File: src/hdl/assert_macros.svh
// ----------------------------------------------------------------------------
// assert_macros
// Assertion helpers shared by the RTL. Each macro takes a label, clock,
// active-low reset, antecedent, consequent and message; checks are
// disabled while reset is low.
// ----------------------------------------------------------------------------
`ifndef ASSERT_MACROS_SVH
`define ASSERT_MACROS_SVH

// Same-cycle implication
`define ASSERT_SAME(lbl, clk, rst_n, ante, cons, msg) \
    lbl: assert property (@(posedge clk) disable iff (!(rst_n)) (ante) |-> (cons)) \
        else $error(msg);

// Next-cycle implication
`define ASSERT_NEXT(lbl, clk, rst_n, ante, cons, msg) \
    lbl: assert property (@(posedge clk) disable iff (!(rst_n)) (ante) |=> (cons)) \
        else $error(msg);

`endif

File: src/hdl/cmd_frm_pkg.sv
// ----------------------------------------------------------------------------
// cmd_frm_pkg
// Beat types, framing characters, checksum mode codes and the CRC-16 and
// hex helpers of the command framer.
// ----------------------------------------------------------------------------
`default_nettype none

package cmd_frm_pkg;

    // Input beat: one command character
    typedef struct packed {
        logic [7:0] data_byte;
        logic       is_last;
    } t_in_beat;

    // Output beat: one sentence character
    typedef struct packed {
        logic [7:0] out_byte;
        logic       out_last;
    } t_out_beat;

    // Framing characters
    localparam logic [7:0] CHAR_START = 8'h24;   // '$'
    localparam logic [7:0] CHAR_STAR  = 8'h2A;   // '*'
    localparam logic [7:0] CHAR_NL    = 8'h0A;   // newline

    // Checksum modes (code 3 behaves as CRC)
    localparam logic [1:0] MODE_NONE = 2'd0;
    localparam logic [1:0] MODE_XOR  = 2'd1;
    localparam logic [1:0] MODE_CRC  = 2'd2;
    localparam logic [1:0] MODE_RESET = MODE_XOR;

    // CRC-16-CCITT, poly 0x1021, byte-wise XModem fold
    function automatic logic [15:0] crc_fold(input logic [15:0] c, input logic [7:0] b);
        logic [15:0] x;
        x = {c[7:0], c[15:8]};
        x = x ^ {8'h00, b};
        x = x ^ {12'h000, x[7:4]};
        x = x ^ {x[3:0], 12'h000};
        x = x ^ {3'b000, x[7:0], 5'b00000};
        return x;
    endfunction

    // Upper-case hex character of a nibble
    function automatic logic [7:0] hex_char(input logic [3:0] n);
        logic [7:0] r;
        if (n < 4'd10) begin
            r = 8'h30 + {4'h0, n};
        end else begin
            r = 8'h37 + {4'h0, n};
        end
        return r;
    endfunction

endpackage

`default_nettype wire

File: src/hdl/command_framer_with_checksum_core.sv
// ----------------------------------------------------------------------------
// command_framer_with_checksum_core
// Frames command characters into '$'-led sentences with an optional XOR-8
// or CRC-16 hex checksum and a closing newline.
// ----------------------------------------------------------------------------
// Usage:
//   Input channel (i_in_valid / o_in_stall / i_in_data) carries one command
//   character per beat, is_last set on the final one. Output channel
//   (o_out_valid / i_out_stall / o_out_data) carries sentence characters,
//   out_last set on the closing newline.
//   i_cfg_we / i_cfg_data write the checksum mode (0 none, 1 XOR, 2 or 3
//   CRC); write it only while the framer is idle.
//   The first sentence character appears in the cycle after the input
//   beat is taken. A beat yields one to eight characters, one per cycle
//   while the receiver does not stall; the next input beat is taken in
//   the cycle its predecessor's final character leaves, so middle
//   characters stream at one per cycle unless the receiver stalls.
//   The slot register holds at most one beat's characters at a time.
//   Reset clears the sums, the sentence flag and the pending characters
//   and sets the mode to XOR. When the receiver stalls the current
//   character holds and the input stalls once the last pending character
//   is blocked.
// ----------------------------------------------------------------------------
`default_nettype none

module command_framer_with_checksum_core
    import cmd_frm_pkg::*;
(
    input  wire logic      i_clk,
    input  wire logic      i_rst_n,
    // configuration
    input  wire logic      i_cfg_we,
    input  wire logic [1:0] i_cfg_data,
    // command character input
    input  wire logic      i_in_valid,
    output      logic      o_in_stall,
    input  wire t_in_beat  i_in_data,
    // sentence output
    output      logic      o_out_valid,
    input  wire logic      i_out_stall,
    output      t_out_beat o_out_data
);

`include "assert_macros.svh"

    // Slot positions of the fixed sentence template
    localparam logic [2:0] SLOT_START = 3'd0;
    localparam logic [2:0] SLOT_DATA  = 3'd1;
    localparam logic [2:0] SLOT_STAR  = 3'd2;
    localparam logic [2:0] SLOT_D3    = 3'd3;
    localparam logic [2:0] SLOT_D2    = 3'd4;
    localparam logic [2:0] SLOT_D1    = 3'd5;
    localparam logic [2:0] SLOT_D0    = 3'd6;
    localparam logic [2:0] SLOT_NL    = 3'd7;

    logic [1:0]  r_mode;
    logic        r_in_sentence;
    logic [7:0]  r_xor;
    logic [15:0] r_crc;
    logic [7:0]  r_mask, n_mask;
    logic [7:0]  r_byte;
    logic [7:0]  r_dig [4];

    logic        in_acc, out_acc;
    logic [2:0]  sel;
    logic [7:0]  sel_bit;
    logic [7:0]  n_xor;
    logic [15:0] n_crc;
    logic [7:0]  n_dig [4];
    logic [7:0]  acc_mask;
    logic        is_crc;

    // Handshakes
    assign out_acc    = o_out_valid && !i_out_stall;
    assign o_in_stall = !((r_mask == 8'h00) || ($onehot(r_mask) && !i_out_stall));
    assign in_acc     = i_in_valid && !o_in_stall;

    // Lowest pending slot goes out first
    always_comb begin
        sel = SLOT_NL;
        for (int k = 7; k >= 0; k--) begin
            if (r_mask[k]) begin
                sel = 3'(k);
            end
        end
        sel_bit = 8'h01 << sel;
    end

    always_comb begin
        o_out_valid         = (r_mask != 8'h00);
        o_out_data.out_last = (sel == SLOT_NL);
        case (sel)
            SLOT_START: o_out_data.out_byte = CHAR_START;
            SLOT_DATA:  o_out_data.out_byte = r_byte;
            SLOT_STAR:  o_out_data.out_byte = CHAR_STAR;
            SLOT_D3:    o_out_data.out_byte = r_dig[0];
            SLOT_D2:    o_out_data.out_byte = r_dig[1];
            SLOT_D1:    o_out_data.out_byte = r_dig[2];
            SLOT_D0:    o_out_data.out_byte = r_dig[3];
            SLOT_NL:    o_out_data.out_byte = CHAR_NL;
            default:    o_out_data.out_byte = CHAR_NL;
        endcase
    end

    // Fold the incoming character and build its slot set
    always_comb begin
        n_xor  = r_xor ^ i_in_data.data_byte;
        n_crc  = crc_fold(r_crc, i_in_data.data_byte);
        is_crc = (r_mode != MODE_NONE) && (r_mode != MODE_XOR);
        if (is_crc) begin
            n_dig[0] = hex_char(n_crc[15:12]);
            n_dig[1] = hex_char(n_crc[11:8]);
            n_dig[2] = hex_char(n_crc[7:4]);
            n_dig[3] = hex_char(n_crc[3:0]);
        end else begin
            n_dig[0] = hex_char(n_crc[15:12]);
            n_dig[1] = hex_char(n_crc[11:8]);
            n_dig[2] = hex_char(n_xor[7:4]);
            n_dig[3] = hex_char(n_xor[3:0]);
        end
        acc_mask[SLOT_START] = !r_in_sentence;
        acc_mask[SLOT_DATA]  = 1'b1;
        acc_mask[SLOT_STAR]  = i_in_data.is_last;
        acc_mask[SLOT_D3]    = i_in_data.is_last && is_crc;
        acc_mask[SLOT_D2]    = i_in_data.is_last && is_crc;
        acc_mask[SLOT_D1]    = i_in_data.is_last && (r_mode != MODE_NONE);
        acc_mask[SLOT_D0]    = i_in_data.is_last && (r_mode != MODE_NONE);
        acc_mask[SLOT_NL]    = i_in_data.is_last;
    end

    always_comb begin
        n_mask = r_mask;
        if (out_acc) begin
            n_mask = r_mask & ~sel_bit;
        end
        if (in_acc) begin
            n_mask = acc_mask;
        end
    end

    // Control state
    always_ff @(posedge i_clk) begin
        if (!i_rst_n) begin
            r_mode        <= MODE_RESET;
            r_in_sentence <= 1'b0;
            r_xor         <= 8'h00;
            r_crc         <= 16'h0000;
            r_mask        <= 8'h00;
        end else begin
            r_mask <= n_mask;
            if (i_cfg_we) begin
                r_mode <= i_cfg_data;
            end
            if (in_acc) begin
                if (i_in_data.is_last) begin
                    r_in_sentence <= 1'b0;
                    r_xor         <= 8'h00;
                    r_crc         <= 16'h0000;
                end else begin
                    r_in_sentence <= 1'b1;
                    r_xor         <= n_xor;
                    r_crc         <= n_crc;
                end
            end
        end
    end

    // Payload slots
    always_ff @(posedge i_clk) begin
        if (in_acc) begin
            r_byte <= i_in_data.data_byte;
            for (int k = 0; k < 4; k++) begin
                r_dig[k] <= n_dig[k];
            end
        end
    end

    // Checks
    `ASSERT_NEXT(a_acc_gives_beat, i_clk, i_rst_n, in_acc, o_out_valid,
        "accepted beat produced no output")
    `ASSERT_SAME(a_last_alone, i_clk, i_rst_n, o_out_valid && o_out_data.out_last,
        r_mask == 8'h80, "newline sent with characters still pending")
    `ASSERT_NEXT(a_last_closes, i_clk, i_rst_n, in_acc && i_in_data.is_last,
        !r_in_sentence && (r_xor == 8'h00) && (r_crc == 16'h0000),
        "sentence state not cleared after last character")

endmodule

`default_nettype wire

File: config.mk
export PLATFORM = sky130hd
export DESIGN_NAME = command_framer_with_checksum_core
export DESIGN_NICKNAME = d
export VERILOG_FILES = /design/src/hdl/cmd_frm_pkg.sv /design/src/hdl/command_framer_with_checksum_core.sv
export VERILOG_INCLUDE_DIRS = /design/src /design/src/hdl
export SDC_FILE = /design/constraint.sdc
export NUM_CORES = 1
export LEC_CHECK = 0
export BUFFER_PORTS_ARGS = -buffer_cell sky130_fd_sc_hd__buf_2
export CORE_ASPECT_RATIO = 0.8
export CORE_MARGIN = 5
export CORE_UTILIZATION = 31
export DETAILED_ROUTE_END_ITERATION = 7
export PLACE_DENSITY = 0.5
export SYNTH_ARGS = -nofsm -noshare
export SYNTH_HDL_FRONTEND = slang
export SYNTH_SLANG_ARGS = --single-unit
File: constraint.sdc
create_clock -name i_clk -period 5.6 [get_ports i_clk]
set_input_delay 0.56 -clock i_clk [delete_from_list [all_inputs] [get_ports i_clk]]
set_output_delay 0.56 -clock i_clk [all_outputs]
set_load 0.02 [all_outputs]
Yosys cells after proc, flatten, opt, wreduce, memory -nomap -nowiden
Memory sizes are Yosys's and may differ from the RTL's.
Cells that the tools add are included.

storage, ports and cells
  register bits = 43
  RAM bits = 32
  memories kept = 1

cells by class
  add/subtract/negate cells = 19
  order comparisons = 6
  eq/ne operators = 9
  shift-type cells = 1
  multiplexer cells = 22
  bitwise logic cells = 7
  reduce and logical (&&, ||, !) cells = 15

memory list
  memory  depth  bits a word  rd ports  clocked after Yosys merged registers in  wr ports  line                                     RTL
  r_dig   4      8            4         0                                        4         command_framer_with_checksum_core.sv:62  logic [7:0] r_dig [4];

operators by type and width
  cell                   number
  $add A6 B4 Y7 const A  12
  $pmux W8 S8            1
  $mux W7                6
  $mux W16               2
  $lt A4 B4 Y1 const B   6
  $mux W8                3
  $xor A16 B13 Y16       1
  $xor A16 B16 Y16       1
  $xor A16 B4 Y16        1
  $xor A16 B8 Y16        1
  $mux W3                5
  $eq A3 B3 Y1 const B   4
  $add A1 B1 Y2          4
  $and A8 B8 Y8          1
  $logic_not A8 Y1       1
  $not A8 Y8             1
  $reduce_bool A8 Y1     1
  $shl A1 B3 Y8 const A  1
  $xor A8 B8 Y8          1
  $add A2 B2 Y3          2
  $eq A3 B2 Y1 const B   2
  $logic_and A1 B1 Y1    6
  $add A3 B3 Y4          1
  $eq A4 B1 Y1 const B   1
  other kinds (8)        14

Logic depth before layout (Yosys ltp)
  depth after elaboration = 12
  mapped depth = 16
  mapped depth without buffers = 14

Worst setup path after synthesis
Ideal clock, no wire load.

  kind = register to register
  from = register r_mask[0]
  to = register r_mask[6]
  library setup time = 76 ps
  arrival time = 4388 ps
  path slack = 1136 ps
  cell stages (with the launch flop) = 17
  cells stage by stage = dfxtp_1 -> clkbuf_1 -> inv_1 -> fa_1 -> fa_1 -> fa_1 -> inv_1 -> ha_1 -> inv_1 -> fa_1 -> a211o_1 -> a211oi_2 -> o21ai_2 -> buf_6 -> inv_2 -> o211ai_1 -> a21boi_0

between the ends
  cells in the longest elaborated chain, start to end = 8
  elaborated cells on any way between the ends = 17

RTL lines
  element                                               line                                      RTL
  from (decl)                                           command_framer_with_checksum_core.sv:60   logic [7:0] r_mask, n_mask;
  from (signal assigned)                                command_framer_with_checksum_core.sv:150  r_mask <= n_mask;
  $add A1 B1 Y2 (not written as such)                   command_framer_with_checksum_core.sv:75   assign o_in_stall = !((r_mask == 8'h00) || ($onehot(r_mask) && !i_out_stall));
  $add A2 B2 Y3 (not written as such)                   command_framer_with_checksum_core.sv:75
  $add A3 B3 Y4 (not written as such)                   command_framer_with_checksum_core.sv:75
  $eq A4 B1 Y1                                          command_framer_with_checksum_core.sv:75
  $logic_and A1 B1 Y1                                   command_framer_with_checksum_core.sv:75
  $logic_or A1 B1 Y1 (*)                                command_framer_with_checksum_core.sv:75
  $logic_and A1 B1 Y1 (*)                               command_framer_with_checksum_core.sv:76   assign in_acc = i_in_valid && !o_in_stall;
  via in_acc                                            command_framer_with_checksum_core.sv:64   logic in_acc, out_acc;
  $mux W8 / $reduce_bool A2 Y1 (equally long branches)  n/a

Mark *: on every way through the listed nets, which the timed path passes. The rest lies on a longest branch. The select of a mux whose other input is x is not followed.
A chain may end at the register's enable or synchronous reset.

Worst setup path in the final report
  from = register r_mask[1]
  to = register r_xor[6]

between the ends
  cells in the longest elaborated chain, start to end = 7
  elaborated cells on any way between the ends = 8

RTL lines
  element                              line                                      RTL
  $add A1 B1 Y2 (not written as such)  command_framer_with_checksum_core.sv:75
  $add A2 B2 Y3 (not written as such)  command_framer_with_checksum_core.sv:75
  $add A3 B3 Y4 (not written as such)  command_framer_with_checksum_core.sv:75
  $eq A4 B1 Y1                         command_framer_with_checksum_core.sv:75
  $logic_and A1 B1 Y1                  command_framer_with_checksum_core.sv:75
  $logic_or A1 B1 Y1 (*)               command_framer_with_checksum_core.sv:75
  $logic_and A1 B1 Y1 (*)              command_framer_with_checksum_core.sv:76
  to (signal assigned)                 command_framer_with_checksum_core.sv:161  r_xor <= n_xor;
  to (decl)                            command_framer_with_checksum_core.sv:58   logic [7:0] r_xor;

Mark *: on every way between the ends. The rest lies on a longest branch, timed or not.

==> metrics.txt <==
Post-synth EDFFs 36; internal power 1840 uW; WL final 10.4 mm; Yosys top cell area share 25.6%; Startpoint Class register; CTS root buffer clkbuf_16; Leak Pwr 0.00181 uW; largest area contributor in the netlist edfxtp_1; first-pass detailed-route iteration total 4; Yosys cell types 59; CP Capture Type register; CTS tree yes; Vert. Die Dim 114 um; I/O pins 27; Synth Register Bits 71; initial antenna violation count 0; Clock Pin Slew Worst Setup and Hold Paths 0.06 ns; largest family of logic cells by synthesized area compound AO/OA/AOI/OAI gates; sequential area share after synthesis 42.3%; Comb power frac 49.4%; minimum clock period 4.59 ns; Setup Viol. Count Final 0; Hold Buf Count CTS 0; PwrDens 654 nW/um2; worst hold-check path type in -> reg; Via density 4.97; 1st-iter DRT viols 133; Gate Count Post-Synth 412; arrival time worst endpoint 4.85 ns; Fin. Hold Viols 0; Worst-Skew Late Latency 0.34 ns; yosys warns 0; layout cells sized above 1 13.5%; total CTS buffers 9; grt ovf 0; fin util 35.8%; Worst EP required 5.86 ns; first-pass GRT wire length 16.7 mm; die width 140 um; NetSw 1310 uW; Sw Share 41.7%; Post-Syn Area 4220 um2; simple-gate share of the synthesized area 14.7%; adder-cell share of the synthesized area 4.87%; R2R Setup Slk 1.01 ns; Detail Route Antenna Nets 0; num rows 38; core box area 13,500 um2; H-tree Lvls 3; effective utilization at floorplan 31.3%; Routability Congestion 0.799; Routed WL per cell 16.9 um; # Max-Cap Violations 0; final period utilization 81.9%; # diodes 0; via count 3,062; CTS resizes 0; most common cell after layout, fill and taps aside nand2_1; clk buf depth 2; Tot GR Track Use 13.6%; post-synthesis async set-or-reset flop share 0%; clk sinks 71; Die ar. 16,000 um2; clock network power share 19.8%; P&R area growth vs syn 14.3%; pin count of the biggest net entering global routing 50; vias in the first global route 2,962; Final Slew Violations 0; peak supply drop 279 uV; CP Class reg -> reg; setup TNS 0 ns; XOR/XNOR Fraction of Synth Area 13.4%; Worst Clk Skew 0.00725 ns; final net count 461; RSZ-0062 raised after global routing no; outcome finished, final reports clean; relative slew slack 42.4%; Primary FF master, synth edfxtp_1; worst-path fanout max 49; post-CTS setup buffers 0; PortBufs 26; post-synthesis mux area share 3.09%; # DRC 0; most frequent cells in the layout nand2_1, edfxtp_1, dfxtp_1, nor2_1, buf_2; sequential fraction of design power 30.8%; Slew @ Worst Pin 0.858 ns; post-DP HPWL 7.91 mm; Avg Cell Area, Syn 10.2 um2; Post-Syn Nets 442; Max Fclk 218 MHz; Area contributors post-synth edfxtp_1, dfxtp_1, xnor2_1; Compound-Gate Fraction of Synth Area 17.6%
[synth_stat cells, drive strengths merged, types with 2 or more instances]
master   instances
a21boi          29
a211o            4
o21a             4
or4b             8
ha              10
nand2           41
inv             19
and2             2
a32o             4
a2bb2oi          2
or3             13
xor3             3
or4              2
o32ai            2
nor3             2
xnor2           28
clkbuf          13
o21ai           20
edfxtp          36
a21oi           24
nand2b           3
nor2b            6
and4             2
fa               4
buf              7
o211ai           6
xnor3            3
dfxtp           35
nor2            27
xor2            12
nand3            8
o311ai           3
mux2i           13
[kinds of logic after synthesis]
kind of cell / count (synthesis)
compound gates: 108
xor+xnor: 46
fa+ha+maj: 14
buf+inv: 40
flops: 71
mux: 13
simple gates: 120
[cell type report]
type,instances,area (um2)
well taps,180,225
clock buffers,9,225
repair buffers,28,145
multi-input cells,301,2260
flip-flops and latches,71,1780
clock inverters,7,103
inverters,20,75.1
fillers,1366,8640
[state kept, by name, summed over array words and instances, names as in the netlist]
signal / count
r_mask: 8
r_byte: 8
r_mode: 2
r_xor: 8
r_dig: 28
r_in_sentence: 1
r_crc: 16
[critical path, cell delays in order (launching register included)]
cell      delay [ns]
dfxtp_1         0.52
inv_1           0.20
fa_1            0.51
fa_1            0.52
fa_1            0.42
inv_1           0.07
ha_1            0.15
inv_1           0.05
fa_1            0.38
a211o_1         0.29
a211oi_2        0.31
o21ai_2         0.11
buf_4           0.28
or4b_1          0.51
a21boi_1        0.17
[power by group through the flow]
stage	Clock, uW	Combinational (uW)	Sequential [uW]
6_report	623	1560	971
5_1_grt	657	1740	989
4_1_cts	640	1580	971
3_5_place_dp	0	1570	981
3_3_place_gp	0	1540	981
2_1_floorplan	0	1190	922
[through the flow]
stage                     std cells  hold WS, ns  power, uW  setup slack, ns  area [um2]
after floorplan                 412        0.431       2110             1.14        4220
after global placement          600        0.445       2520             1.15        4490
after detailed placement        600        0.450       2550             1.00        4490
after CTS                       616        0.436       3190            0.983        4820
after global routing            616        0.461       3390            0.704        4820
final                           616        0.450       3150             1.01        4820
[metal layers]
| layer | track usage [%] | routed length (um) | up-vias |
|---|---|---|---|
| li1 | - | - | 1531 |
| met4 | 3.49 | 98 | 0 |
| met5 | 0 | 0 | - |
| met3 | 3.47 | 513 | 10 |
| met1 | 20.8 | 5520 | 1468 |
| met2 | 18.8 | 4260 | 53 |
[path summary, 6_finish.rpt]
kind,startpoint,to,cells after the start
worst min register to register,r_crc[5]$_SDFFE_PN0P_,r_crc[5]$_SDFFE_PN0P_,2
worst max register to register,r_mask[1]$_SDFFE_PN0P_,r_xor[6]$_SDFFE_PN0P_,14
worst min-delay path,i_cfg_data[0],r_mode[0]$_SDFFE_PN1P_,3
worst max-delay path,r_mask[1]$_SDFFE_PN0P_,r_xor[6]$_SDFFE_PN0P_,14
Power figures use the tool's default switching activity.
